## src/rtl/i2cw_pkg.sv

```systemverilog
// Shared types and constants for the I2C codec register writer.
package i2cw_pkg;

   localparam int CSR_INDEX_WIDTH = 2;
   localparam int CSR_DATA_WIDTH  = 8;

   // Register indexes of the configuration port.
   localparam logic [CSR_INDEX_WIDTH-1:0] CSR_DEVICE_ADDRESS = 2'd0;
   localparam logic [CSR_INDEX_WIDTH-1:0] CSR_ACK_TIMEOUT    = 2'd1;
   localparam logic [CSR_INDEX_WIDTH-1:0] CSR_SETUP_TICKS    = 2'd2;
   localparam logic [CSR_INDEX_WIDTH-1:0] CSR_BIT_TICKS      = 2'd3;

   // Reset values of the configuration registers.
   localparam logic [7:0] DEVICE_ADDRESS_RESET = 8'h34;
   localparam logic [7:0] ACK_TIMEOUT_RESET    = 8'd10;
   localparam logic [7:0] SETUP_TICKS_RESET    = 8'd3;
   localparam logic [7:0] BIT_TICKS_RESET      = 8'd1;

   // Operation codes carried by the request.
   localparam logic OP_TICK  = 1'b0;
   localparam logic OP_WRITE = 1'b1;

   // Protocol phases.
   localparam int PHASE_WIDTH = 4;
   localparam logic [PHASE_WIDTH-1:0] PH_IDLE        = 4'd0;
   localparam logic [PHASE_WIDTH-1:0] PH_START_SDA   = 4'd1;
   localparam logic [PHASE_WIDTH-1:0] PH_START_SCL   = 4'd2;
   localparam logic [PHASE_WIDTH-1:0] PH_BYTE_BEGIN  = 4'd3;
   localparam logic [PHASE_WIDTH-1:0] PH_BIT_SET     = 4'd4;
   localparam logic [PHASE_WIDTH-1:0] PH_BIT_HIGH    = 4'd5;
   localparam logic [PHASE_WIDTH-1:0] PH_BIT_LOW     = 4'd6;
   localparam logic [PHASE_WIDTH-1:0] PH_ACK_RELEASE = 4'd7;
   localparam logic [PHASE_WIDTH-1:0] PH_ACK_HIGH    = 4'd8;
   localparam logic [PHASE_WIDTH-1:0] PH_ACK_POLL    = 4'd9;
   localparam logic [PHASE_WIDTH-1:0] PH_STOP_BEGIN  = 4'd10;
   localparam logic [PHASE_WIDTH-1:0] PH_STOP_SDA    = 4'd11;
   localparam logic [PHASE_WIDTH-1:0] PH_STOP_SCL    = 4'd12;
   localparam logic [PHASE_WIDTH-1:0] PH_ABORT_END   = 4'd13;

   typedef struct packed {
      logic [7:0] device_address;
      logic [7:0] ack_timeout;
      logic [7:0] setup_ticks;
      logic [7:0] bit_ticks;
   } cfg_type;

   typedef struct packed {
      logic scl;
      logic sda_out;
      logic sda_drive;
      logic busy_res;
      logic done_res;
      logic ack_error;
   } result_type;

endpackage

```

## src/rtl/i2cw_csr.sv

```systemverilog
// Configuration register file of the I2C codec register writer.
module i2cw_csr
   import i2cw_pkg::*;
(
   input  logic                       clock,
   input  logic                       reset,
   input  logic                       csr_write_enable,
   input  logic [CSR_INDEX_WIDTH-1:0] csr_index,
   input  logic [CSR_DATA_WIDTH-1:0]  csr_write_data,
   output cfg_type                    cfg
);

   cfg_type cfg_ff;
   cfg_type cfg_in;

   always_comb begin
      cfg_in = cfg_ff;
      if (csr_write_enable) begin
         unique case (csr_index)
            CSR_DEVICE_ADDRESS: cfg_in.device_address = csr_write_data;
            CSR_ACK_TIMEOUT:    cfg_in.ack_timeout    = csr_write_data;
            CSR_SETUP_TICKS:    cfg_in.setup_ticks    = csr_write_data;
            CSR_BIT_TICKS:      cfg_in.bit_ticks      = csr_write_data;
            default:            cfg_in                = cfg_ff;
         endcase
      end
   end

   always_ff @(posedge clock) begin
      if (reset) begin
         cfg_ff.device_address <= DEVICE_ADDRESS_RESET;
         cfg_ff.ack_timeout    <= ACK_TIMEOUT_RESET;
         cfg_ff.setup_ticks    <= SETUP_TICKS_RESET;
         cfg_ff.bit_ticks      <= BIT_TICKS_RESET;
      end else begin
         cfg_ff <= cfg_in;
      end
   end

   assign cfg = cfg_ff;

endmodule

```

## src/rtl/i2cw_core.sv

```systemverilog
// Protocol state machine that advances the I2C lines by one tick per step.
module i2cw_core
   import i2cw_pkg::*;
(
   input  logic       clock,
   input  logic       reset,
   input  logic       step,
   input  logic       op,
   input  logic [6:0] reg_addr,
   input  logic [8:0] reg_data,
   input  logic       sda_in,
   input  cfg_type    cfg,
   output result_type result
);

   logic [PHASE_WIDTH-1:0] phase_ff, phase_in;
   logic [7:0]             wait_ff, wait_in;
   logic [2:0]             bit_ff, bit_in;
   logic [1:0]             byte_ff, byte_in;
   logic [15:0]            frame_ff, frame_in;
   logic [7:0]             ack_ff, ack_in;
   logic                   scl_ff, scl_in;
   logic                   sda_ff, sda_in_next;
   logic                   drive_ff, drive_in;

   logic [7:0] cur_byte;
   logic [7:0] ack_next;
   logic       done;
   logic       err;
   logic       ack_ok;
   logic       ack_fail;

   always_comb begin
      case (byte_ff)
         2'd0:    cur_byte = cfg.device_address;
         2'd1:    cur_byte = frame_ff[15:8];
         default: cur_byte = frame_ff[7:0];
      endcase
   end

   assign ack_next = ack_ff + 8'd1;

   always_comb begin
      phase_in    = phase_ff;
      wait_in     = wait_ff;
      bit_in      = bit_ff;
      byte_in     = byte_ff;
      frame_in    = frame_ff;
      ack_in      = ack_ff;
      scl_in      = scl_ff;
      sda_in_next = sda_ff;
      drive_in    = drive_ff;
      done        = 1'b0;
      err         = 1'b0;
      ack_ok      = 1'b0;
      ack_fail    = 1'b0;

      if (phase_ff == PH_IDLE) begin
         if (op == OP_WRITE) begin
            frame_in    = {reg_addr, reg_data};
            byte_in     = 2'd0;
            bit_in      = 3'd0;
            ack_in      = 8'd0;
            scl_in      = 1'b1;
            sda_in_next = 1'b1;
            drive_in    = 1'b1;
            wait_in     = cfg.setup_ticks;
            phase_in    = PH_START_SDA;
         end
      end else if (wait_ff > 8'd1) begin
         wait_in = wait_ff - 8'd1;
      end else begin
         wait_in = 8'd0;
         unique case (phase_ff)
            PH_START_SDA: begin
               sda_in_next = 1'b0;
               wait_in     = cfg.setup_ticks;
               phase_in    = PH_START_SCL;
            end
            PH_START_SCL: begin
               scl_in   = 1'b0;
               wait_in  = cfg.setup_ticks;
               phase_in = PH_BYTE_BEGIN;
            end
            PH_BYTE_BEGIN: begin
               drive_in = 1'b1;
               bit_in   = 3'd7;
               wait_in  = cfg.setup_ticks;
               phase_in = PH_BIT_SET;
            end
            PH_BIT_SET: begin
               sda_in_next = cur_byte[bit_ff];
               wait_in     = cfg.bit_ticks;
               phase_in    = PH_BIT_HIGH;
            end
            PH_BIT_HIGH: begin
               scl_in   = 1'b1;
               wait_in  = cfg.bit_ticks;
               phase_in = PH_BIT_LOW;
            end
            PH_BIT_LOW: begin
               scl_in  = 1'b0;
               wait_in = cfg.bit_ticks;
               if (bit_ff == 3'd0) begin
                  phase_in = PH_ACK_RELEASE;
               end else begin
                  bit_in   = bit_ff - 3'd1;
                  phase_in = PH_BIT_SET;
               end
            end
            PH_ACK_RELEASE: begin
               drive_in = 1'b0;
               wait_in  = cfg.setup_ticks;
               phase_in = PH_ACK_HIGH;
            end
            PH_ACK_HIGH: begin
               scl_in   = 1'b1;
               ack_in   = 8'd0;
               wait_in  = 8'd1;
               phase_in = PH_ACK_POLL;
            end
            PH_ACK_POLL: begin
               if (ack_ff >= cfg.ack_timeout) begin
                  ack_fail = 1'b1;
               end else begin
                  ack_in = ack_next;
                  if (!sda_in) begin
                     ack_ok = 1'b1;
                  end else if (ack_next >= cfg.ack_timeout) begin
                     ack_fail = 1'b1;
                  end else begin
                     wait_in = 8'd1;
                  end
               end
               if (ack_ok) begin
                  scl_in  = 1'b0;
                  wait_in = cfg.setup_ticks;
                  if (byte_ff < 2'd2) begin
                     byte_in  = byte_ff + 2'd1;
                     phase_in = PH_BYTE_BEGIN;
                  end else begin
                     phase_in = PH_STOP_BEGIN;
                  end
               end else if (ack_fail) begin
                  scl_in   = 1'b0;
                  wait_in  = cfg.setup_ticks;
                  phase_in = PH_ABORT_END;
               end
            end
            PH_STOP_BEGIN: begin
               scl_in      = 1'b0;
               sda_in_next = 1'b0;
               drive_in    = 1'b1;
               wait_in     = cfg.setup_ticks;
               phase_in    = PH_STOP_SDA;
            end
            PH_STOP_SDA: begin
               sda_in_next = 1'b1;
               wait_in     = cfg.setup_ticks;
               phase_in    = PH_STOP_SCL;
            end
            PH_STOP_SCL: begin
               scl_in   = 1'b1;
               done     = 1'b1;
               phase_in = PH_IDLE;
            end
            PH_ABORT_END: begin
               done     = 1'b1;
               err      = 1'b1;
               phase_in = PH_IDLE;
            end
            default: begin
               phase_in = PH_IDLE;
            end
         endcase
      end
   end

   always_ff @(posedge clock) begin
      if (reset) begin
         phase_ff <= PH_IDLE;
         wait_ff  <= 8'd0;
         bit_ff   <= 3'd0;
         byte_ff  <= 2'd0;
         frame_ff <= 16'd0;
         ack_ff   <= 8'd0;
         scl_ff   <= 1'b1;
         sda_ff   <= 1'b1;
         drive_ff <= 1'b1;
      end else if (step) begin
         phase_ff <= phase_in;
         wait_ff  <= wait_in;
         bit_ff   <= bit_in;
         byte_ff  <= byte_in;
         frame_ff <= frame_in;
         ack_ff   <= ack_in;
         scl_ff   <= scl_in;
         sda_ff   <= sda_in_next;
         drive_ff <= drive_in;
      end
   end

   assign result.scl       = scl_in;
   assign result.sda_out   = sda_in_next;
   assign result.sda_drive = drive_in;
   assign result.busy_res  = (phase_in != PH_IDLE);
   assign result.done_res  = done;
   assign result.ack_error = err;

endmodule

```

## src/rtl/i2c_codec_register_writer_top.sv

```systemverilog
// Top level of the I2C codec register writer: request and result registers around the core.
//
// This block is a bit-level I2C master that writes one 9-bit value into a
// codec register. Every request transfer is one tick of the bus timing: op 0
// is a plain tick and op 1 starts a register write, which is ignored while a
// write is already in progress. The write sends a start condition, the
// device address byte, then {reg_addr, reg_data[8]} and reg_data[7:0], each
// byte followed by an acknowledge poll on sda_in, and finally a stop
// condition. A poll that times out ends the write without a stop and reports
// done_res with ack_error set. Every request transfer produces exactly one
// result transfer that carries the line levels after that tick. The block
// takes one request per clock cycle while the result side does not stall: the
// request register feeds the protocol state machine, whose next line levels
// load the result register once it is free or being emptied. A new request is
// taken while a finished result still waits, as long as the request register
// can move on. The configuration registers must be written only while no write
// is in progress; the block itself does not enforce this.
module i2c_codec_register_writer_top
   import i2cw_pkg::*;
(
   input  logic                       clock,
   input  logic                       reset,

   input  logic                       req_valid,
   output logic                       req_stall,
   input  logic                       req_op,
   input  logic [6:0]                 req_reg_addr,
   input  logic [8:0]                 req_reg_data,
   input  logic                       req_sda_in,

   output logic                       rsp_valid,
   input  logic                       rsp_stall,
   output logic                       rsp_scl,
   output logic                       rsp_sda_out,
   output logic                       rsp_sda_drive,
   output logic                       rsp_busy_res,
   output logic                       rsp_done_res,
   output logic                       rsp_ack_error,

   input  logic                       csr_write_enable,
   input  logic [CSR_INDEX_WIDTH-1:0] csr_index,
   input  logic [CSR_DATA_WIDTH-1:0]  csr_write_data
);

   cfg_type    cfg;
   result_type core_result;

   // Request register. It holds one accepted tick until the core takes it.
   logic       req_valid_ff, req_valid_in;
   logic       op_ff;
   logic [6:0] reg_addr_ff;
   logic [8:0] reg_data_ff;
   logic       sda_in_ff;

   // Result register.
   logic       rsp_valid_ff, rsp_valid_in;
   result_type rsp_ff;

   logic req_transfer;
   logic advance;

   // The core steps whenever a tick is waiting and the result register is
   // free or is being emptied in this same cycle.
   assign advance      = req_valid_ff && (!rsp_valid_ff || !rsp_stall);
   assign req_stall    = req_valid_ff && !advance;
   assign req_transfer = req_valid && !req_stall;

   always_comb begin
      if (req_transfer) begin
         req_valid_in = 1'b1;
      end else if (advance) begin
         req_valid_in = 1'b0;
      end else begin
         req_valid_in = req_valid_ff;
      end
   end

   always_comb begin
      if (advance) begin
         rsp_valid_in = 1'b1;
      end else begin
         rsp_valid_in = rsp_valid_ff && rsp_stall;
      end
   end

   always_ff @(posedge clock) begin
      if (reset) begin
         req_valid_ff <= 1'b0;
         rsp_valid_ff <= 1'b0;
      end else begin
         req_valid_ff <= req_valid_in;
         rsp_valid_ff <= rsp_valid_in;
      end
   end

   // Payload registers need no reset; they load only with their valid bit.
   always_ff @(posedge clock) begin
      if (req_transfer) begin
         op_ff       <= req_op;
         reg_addr_ff <= req_reg_addr;
         reg_data_ff <= req_reg_data;
         sda_in_ff   <= req_sda_in;
      end
      if (advance) begin
         rsp_ff <= core_result;
      end
   end

   i2cw_csr u_csr (
      .clock            (clock),
      .reset            (reset),
      .csr_write_enable (csr_write_enable),
      .csr_index        (csr_index),
      .csr_write_data   (csr_write_data),
      .cfg              (cfg)
   );

   i2cw_core u_core (
      .clock    (clock),
      .reset    (reset),
      .step     (advance),
      .op       (op_ff),
      .reg_addr (reg_addr_ff),
      .reg_data (reg_data_ff),
      .sda_in   (sda_in_ff),
      .cfg      (cfg),
      .result   (core_result)
   );

   assign rsp_valid     = rsp_valid_ff;
   assign rsp_scl       = rsp_ff.scl;
   assign rsp_sda_out   = rsp_ff.sda_out;
   assign rsp_sda_drive = rsp_ff.sda_drive;
   assign rsp_busy_res  = rsp_ff.busy_res;
   assign rsp_done_res  = rsp_ff.done_res;
   assign rsp_ack_error = rsp_ff.ack_error;

   // A finished write leaves the block idle.
   a_done_not_busy : assert property (@(posedge clock) disable iff (reset)
      rsp_valid_ff && rsp_ff.done_res |-> !rsp_ff.busy_res)
      else $error("done reported while still busy");

   // An error is only ever reported together with done.
   a_error_with_done : assert property (@(posedge clock) disable iff (reset)
      rsp_valid_ff && rsp_ff.ack_error |-> rsp_ff.done_res)
      else $error("ack_error without done");

   // A successful write ends on a stop condition: both lines high, SDA driven.
   a_stop_levels : assert property (@(posedge clock) disable iff (reset)
      rsp_valid_ff && rsp_ff.done_res && !rsp_ff.ack_error
      |-> rsp_ff.scl && rsp_ff.sda_out && rsp_ff.sda_drive)
      else $error("successful write did not end on a stop condition");

   // An aborted write ends with SDA still released from the failed poll.
   a_abort_released : assert property (@(posedge clock) disable iff (reset)
      rsp_valid_ff && rsp_ff.ack_error |-> !rsp_ff.sda_drive && !rsp_ff.scl)
      else $error("aborted write did not leave SDA released and SCL low");

   // Every core step puts a result into the result register.
   a_step_fills_result : assert property (@(posedge clock) disable iff (reset)
      advance |=> rsp_valid_ff)
      else $error("core step did not produce a result");

endmodule

```

## config.mk

```make
export PLATFORM = sky130hd
export DESIGN_NAME = i2c_codec_register_writer_top
export DESIGN_NICKNAME = d
export VERILOG_FILES = /design/src/rtl/i2cw_pkg.sv /design/src/rtl/i2cw_csr.sv /design/src/rtl/i2cw_core.sv /design/src/rtl/i2c_codec_register_writer_top.sv
export SDC_FILE = /design/constraint.sdc
export NUM_CORES = 1
export LEC_CHECK = 0
export ABC_AREA = 1
export BUFFER_PORTS_ARGS = -buffer_cell sky130_fd_sc_hd__buf_2
export CELL_PAD_IN_SITES_DETAIL_PLACEMENT = 0
export CELL_PAD_IN_SITES_GLOBAL_PLACEMENT = 1
export CORE_MARGIN = 10
export CORE_UTILIZATION = 45
export DETAILED_ROUTE_END_ITERATION = 8
export PLACE_DENSITY_LB_ADDON = 0.05
export SLEW_MARGIN = 10
export SYNTH_ARGS = -nofsm -noshare
export SYNTH_HDL_FRONTEND = slang
export SYNTH_SLANG_ARGS = --single-unit
```

## constraint.sdc

```tcl
create_clock -name clock -period 3.36 [get_ports clock]
set_clock_uncertainty 0.1 [all_clocks]
set_input_delay 0.336 -clock clock [delete_from_list [all_inputs] [get_ports clock]]
set_output_delay 0.336 -clock clock [all_outputs]
set_load 0.1 [all_outputs]
```

==> impl_results.md <==
- Outcome: finished clean
- Worst path max stage delay: between 0.3 and 0.4 ns
- Starting Density: between 40% and 50%
- Vias per inst: 5.23
- XOR/XNOR share of the synthesized area: less than 1%
- Area grow syn2layout: 11.0%
- Post-synth cell types: 49
- Combinational Power Share: about a fifth
- Hold Crit Class: input port to register
- Final setup vio count: 0
- Number of buffers created by CTS: 9
- Antenna cells: 0
- # IOs: 41
- Global Route Usage Sum: between 10% and 20%
- Avg WL per Cell: around 16 µm
- CTS Buffer Depth: 2
- CP top delay family: simple AND/OR/NAND/NOR gates
- Routed WL: between 10,000 and 15,000 µm
- CTS root buffer: clkbuf_16
- Grt ovf: 0
- Power density over the cells: around 500 nW/µm²
- First-pass GRT wire length: about 23,000 µm
- RSZ-0062 raised after global routing: no
- Post-Synth Simple-Gate Area: between 20% and 30%
- Achievable Freq: 347 MHz
- Warnings, synthesis: 0
- Synth top area cells: dfxtp_1, edfxtp_1, nand2_1
- Worst skew pair latency: between 0.3 and 0.4 ns
- Die H: 130 µm
- Cells after Synth: 709
- Drt drc: 0
- Syn_nets: between 700 and 800
- FF-to-FF setup slack: 0.48 ns
- Share of layout cells above drive strength 1: 15.0%
- Switch share: between 30% and 40%
- CTS tree: built
- Mux cell area share after synthesis: 0%
- Crit path buf inv count: 2
- Top cell type's share of synthesized area: ~28%
- Kind of critical path: register to register
- Largest net degree at the start of global routing: between 40 and 50
- # clock sinks: 102
- NumNets Final: ~800
- Critical Path AT: around 2.9 ns
- Critical Path RT: about 3.4 ns
- Most frequent cell after synthesis: nand2_1
- Internal power: a little over 2 mW
- Lkg Pwr: between 2 and 3 nW
- DR vias: 4,683
- Initial DRC count: about 310
- Setup TNS: 0 ns
- Clock-pin slew on the worst setup and hold paths: 0.08 ns
- Complex-gate fraction of the synthesized area: about 17%
- Post-synth top cells: nand2_1, nor2_1, dfxtp_1, inv_1, a21oi_1
- Remaining antenna violation count: 0
- Die width: roughly 130 µm
- Die area: 17,000 µm²
- Num rows: 40
- Synth Flop Type: dfxtp_1
- Startpoint types: register
- Largest area contributor in the netlist: dfxtp_1
- Clk pwr share: between 30 and 40%
- Net Switching: 1.00 mW
- # hold bufs at CTS: 0
- Seq cells post-synth: around 100
- Critical Path Fanout Max: 4
- Synthesized area per cell: 7.73 µm²
- Max H-tree Level: 3
- Final hold violation count: 0
- Max-cap violations: 0
- Final Max Tran Viols: 0
- Crit end category: register
- Period minus WS final: roughly 2.9 ns
- Slowest cell on the critical path: dfxtp_1
- Part of the cycle the worst path needs: between 80 and 90%
- Seq pwr share: between 40 and 50%
- Fraction of registers with async set/reset: 0%
- DP Wirelength: about 11,000 µm
- CORE AREA: roughly 12,000 µm²
- Worst-Margin Slew: 0.660 ns
- Mapped cell area: between 5000 and 6000 µm²
- Post-synthesis sequential area ratio: between 40% and 50%
- Gpl congestion: between 0.8 and 0.9
- VDD IR-drop max: between 0.3 and 0.4 mV
- Input/output buffers: 40
- Post-route cell area: between 6000 and 7000 µm²
- Placed cell area: ~5800 µm²
- Adder-cell share of the synthesized area: 6.16%
- Cell Chain, Critical Path: inv_1 > nor3_2 > nand3_1 > nor3_1 > xor2_1 > ha_1 > nand2_1 > inv_1 > nor3_1 > nand2_1 > nor2_1 > nand2_1 > nand3_1 > nand2_1 > a21oi_1 > nand4_1
- Fill count: ~1,200
- Largest family of logic cells by synthesized area: simple AND/OR/NAND/NOR gates
- First-pass DRT Iterations: 5
- Post-synth EDFFs: 24
- Slew headroom: 56.0%
- Vias in the first global route: approximately 4,600
- Most used cell, CP: nand2_1
- Initial antenna violation count: 0
## cells by family (layout without fill, tap and decap cells)
family / count (synthesis) / after routing
simple gates: 294 / 294
xor+xnor: 6 / 6
buf+inv: 114 / 154
fa+ha+maj: 27 / 27
compound gates: 166 / 166
flops: 102 / 102
## flip-flops by register name (all words and copies together), names as in the netlist, 2 cells and up
name / count
u_core.phase_ff: 4
reg_data_ff: 9
reg_addr_ff: 7
u_core.wait_ff: 8
u_core.byte_ff: 2
u_core.ack_ff: 8
u_core.frame_ff: 16
u_core.bit_ff: 3
u_csr.cfg: 32
## worst reg2reg max path, cell delays in order (launching register included)
cell	delay [ns]
dfxtp_1	0.36
inv_1	0.10
nor3_2	0.24
nand3_1	0.15
nor3_1	0.20
xor2_1	0.21
ha_1	0.27
nand2_1	0.07
inv_1	0.04
nor3_1	0.16
nand2_1	0.10
nor2_1	0.16
nand2_1	0.08
nand3_1	0.07
nand2_1	0.07
a21oi_1	0.13
nand4_1	0.10
## metrics by stage
step / cells / setup WS [ns] / hold slack [ns] / utilization, % / total power [mW]
floorplan: 709 / 0.464 / 0.329 / - / 1.87
global placement: 880 / 0.444 / 0.345 / 48.3 / 2.01
detailed placement: 880 / 0.351 / 0.350 / 48.3 / 2.02
CTS: 896 / 0.326 / 0.0361 / 50.8 / 3.08
global route: 896 / 0.0374 / 0.0310 / 50.9 / 3.21
finish: 896 / 0.478 / 0.0476 / 50.9 / 3.05
## timing repair
action	4_1_cts	5_1_grt
setup buffers	0	0
gates resized for setup	0	2
setup endpoints to repair	0	8
## power groups by stage
stage,logic (mW),clock network (mW),registers [mW]
after floorplan,0.452,0,1.42
after global placement,0.610,0,1.40
after detailed placement,0.619,0,1.40
after CTS,0.622,1.08,1.38
after global routing,0.702,1.12,1.38
final,0.621,1.05,1.38
## per-layer routing
metal	wire [µm]	part of all wire, %	vias to the layer above	track usage [%]
li1	-	-	2407	-
met2	6770	48	109	29.1
met3	684	4.9	20	3.99
met4	214	1.5	0	5.43
met1	6350	45	2147	22.0
met5	0	0	-	0
## worst paths after layout
path,from,end,depth (start not counted)
hold / removal,req_reg_data[2],reg_data_ff[2],1
setup reg to reg,u_core.ack_ff[0],rsp_busy_res,16
hold reg to reg,u_core.frame_ff[2],u_core.frame_ff[2],2
setup / recovery,u_core.ack_ff[0],rsp_busy_res,16
## placed cells by master, fill, tap and decap left out, drive strengths merged
master  synthesis  layout
inv            92      96
a211oi          8       8
nor3           12      12
nand3b          1       1
nor2          105     105
o221ai          1       1
o22ai           2       2
a31oi           2       2
o211ai          9       9
xnor2           1       1
a21o            1       1
edfxtp         24      24
dfxtp          78      78
clkbuf         10       9
a21oi          71      71
nand2         136     136
nor4            1       1
nand3          33      33
o21ai          68      68
nand4           5       5
buf            10      44
or2             1       1
clkinv          2       5
a21boi          2       2
xor2            5       5
o311ai          1       1
o31ai           1       1
ha             27      27
## area by class of cell
type                       instances  area (µm²)  area share [%]
clock buffer                       9         225            3.70
tap                              147         184            3.02
timing repair buffer              44         230            3.78
sequential                       102        2280            37.5
clock inverter                     7        72.6            1.19
multi-input combinational        493        2730            44.8
inverter                          94         365            6.00
Power figures use the tool's default switching activity.
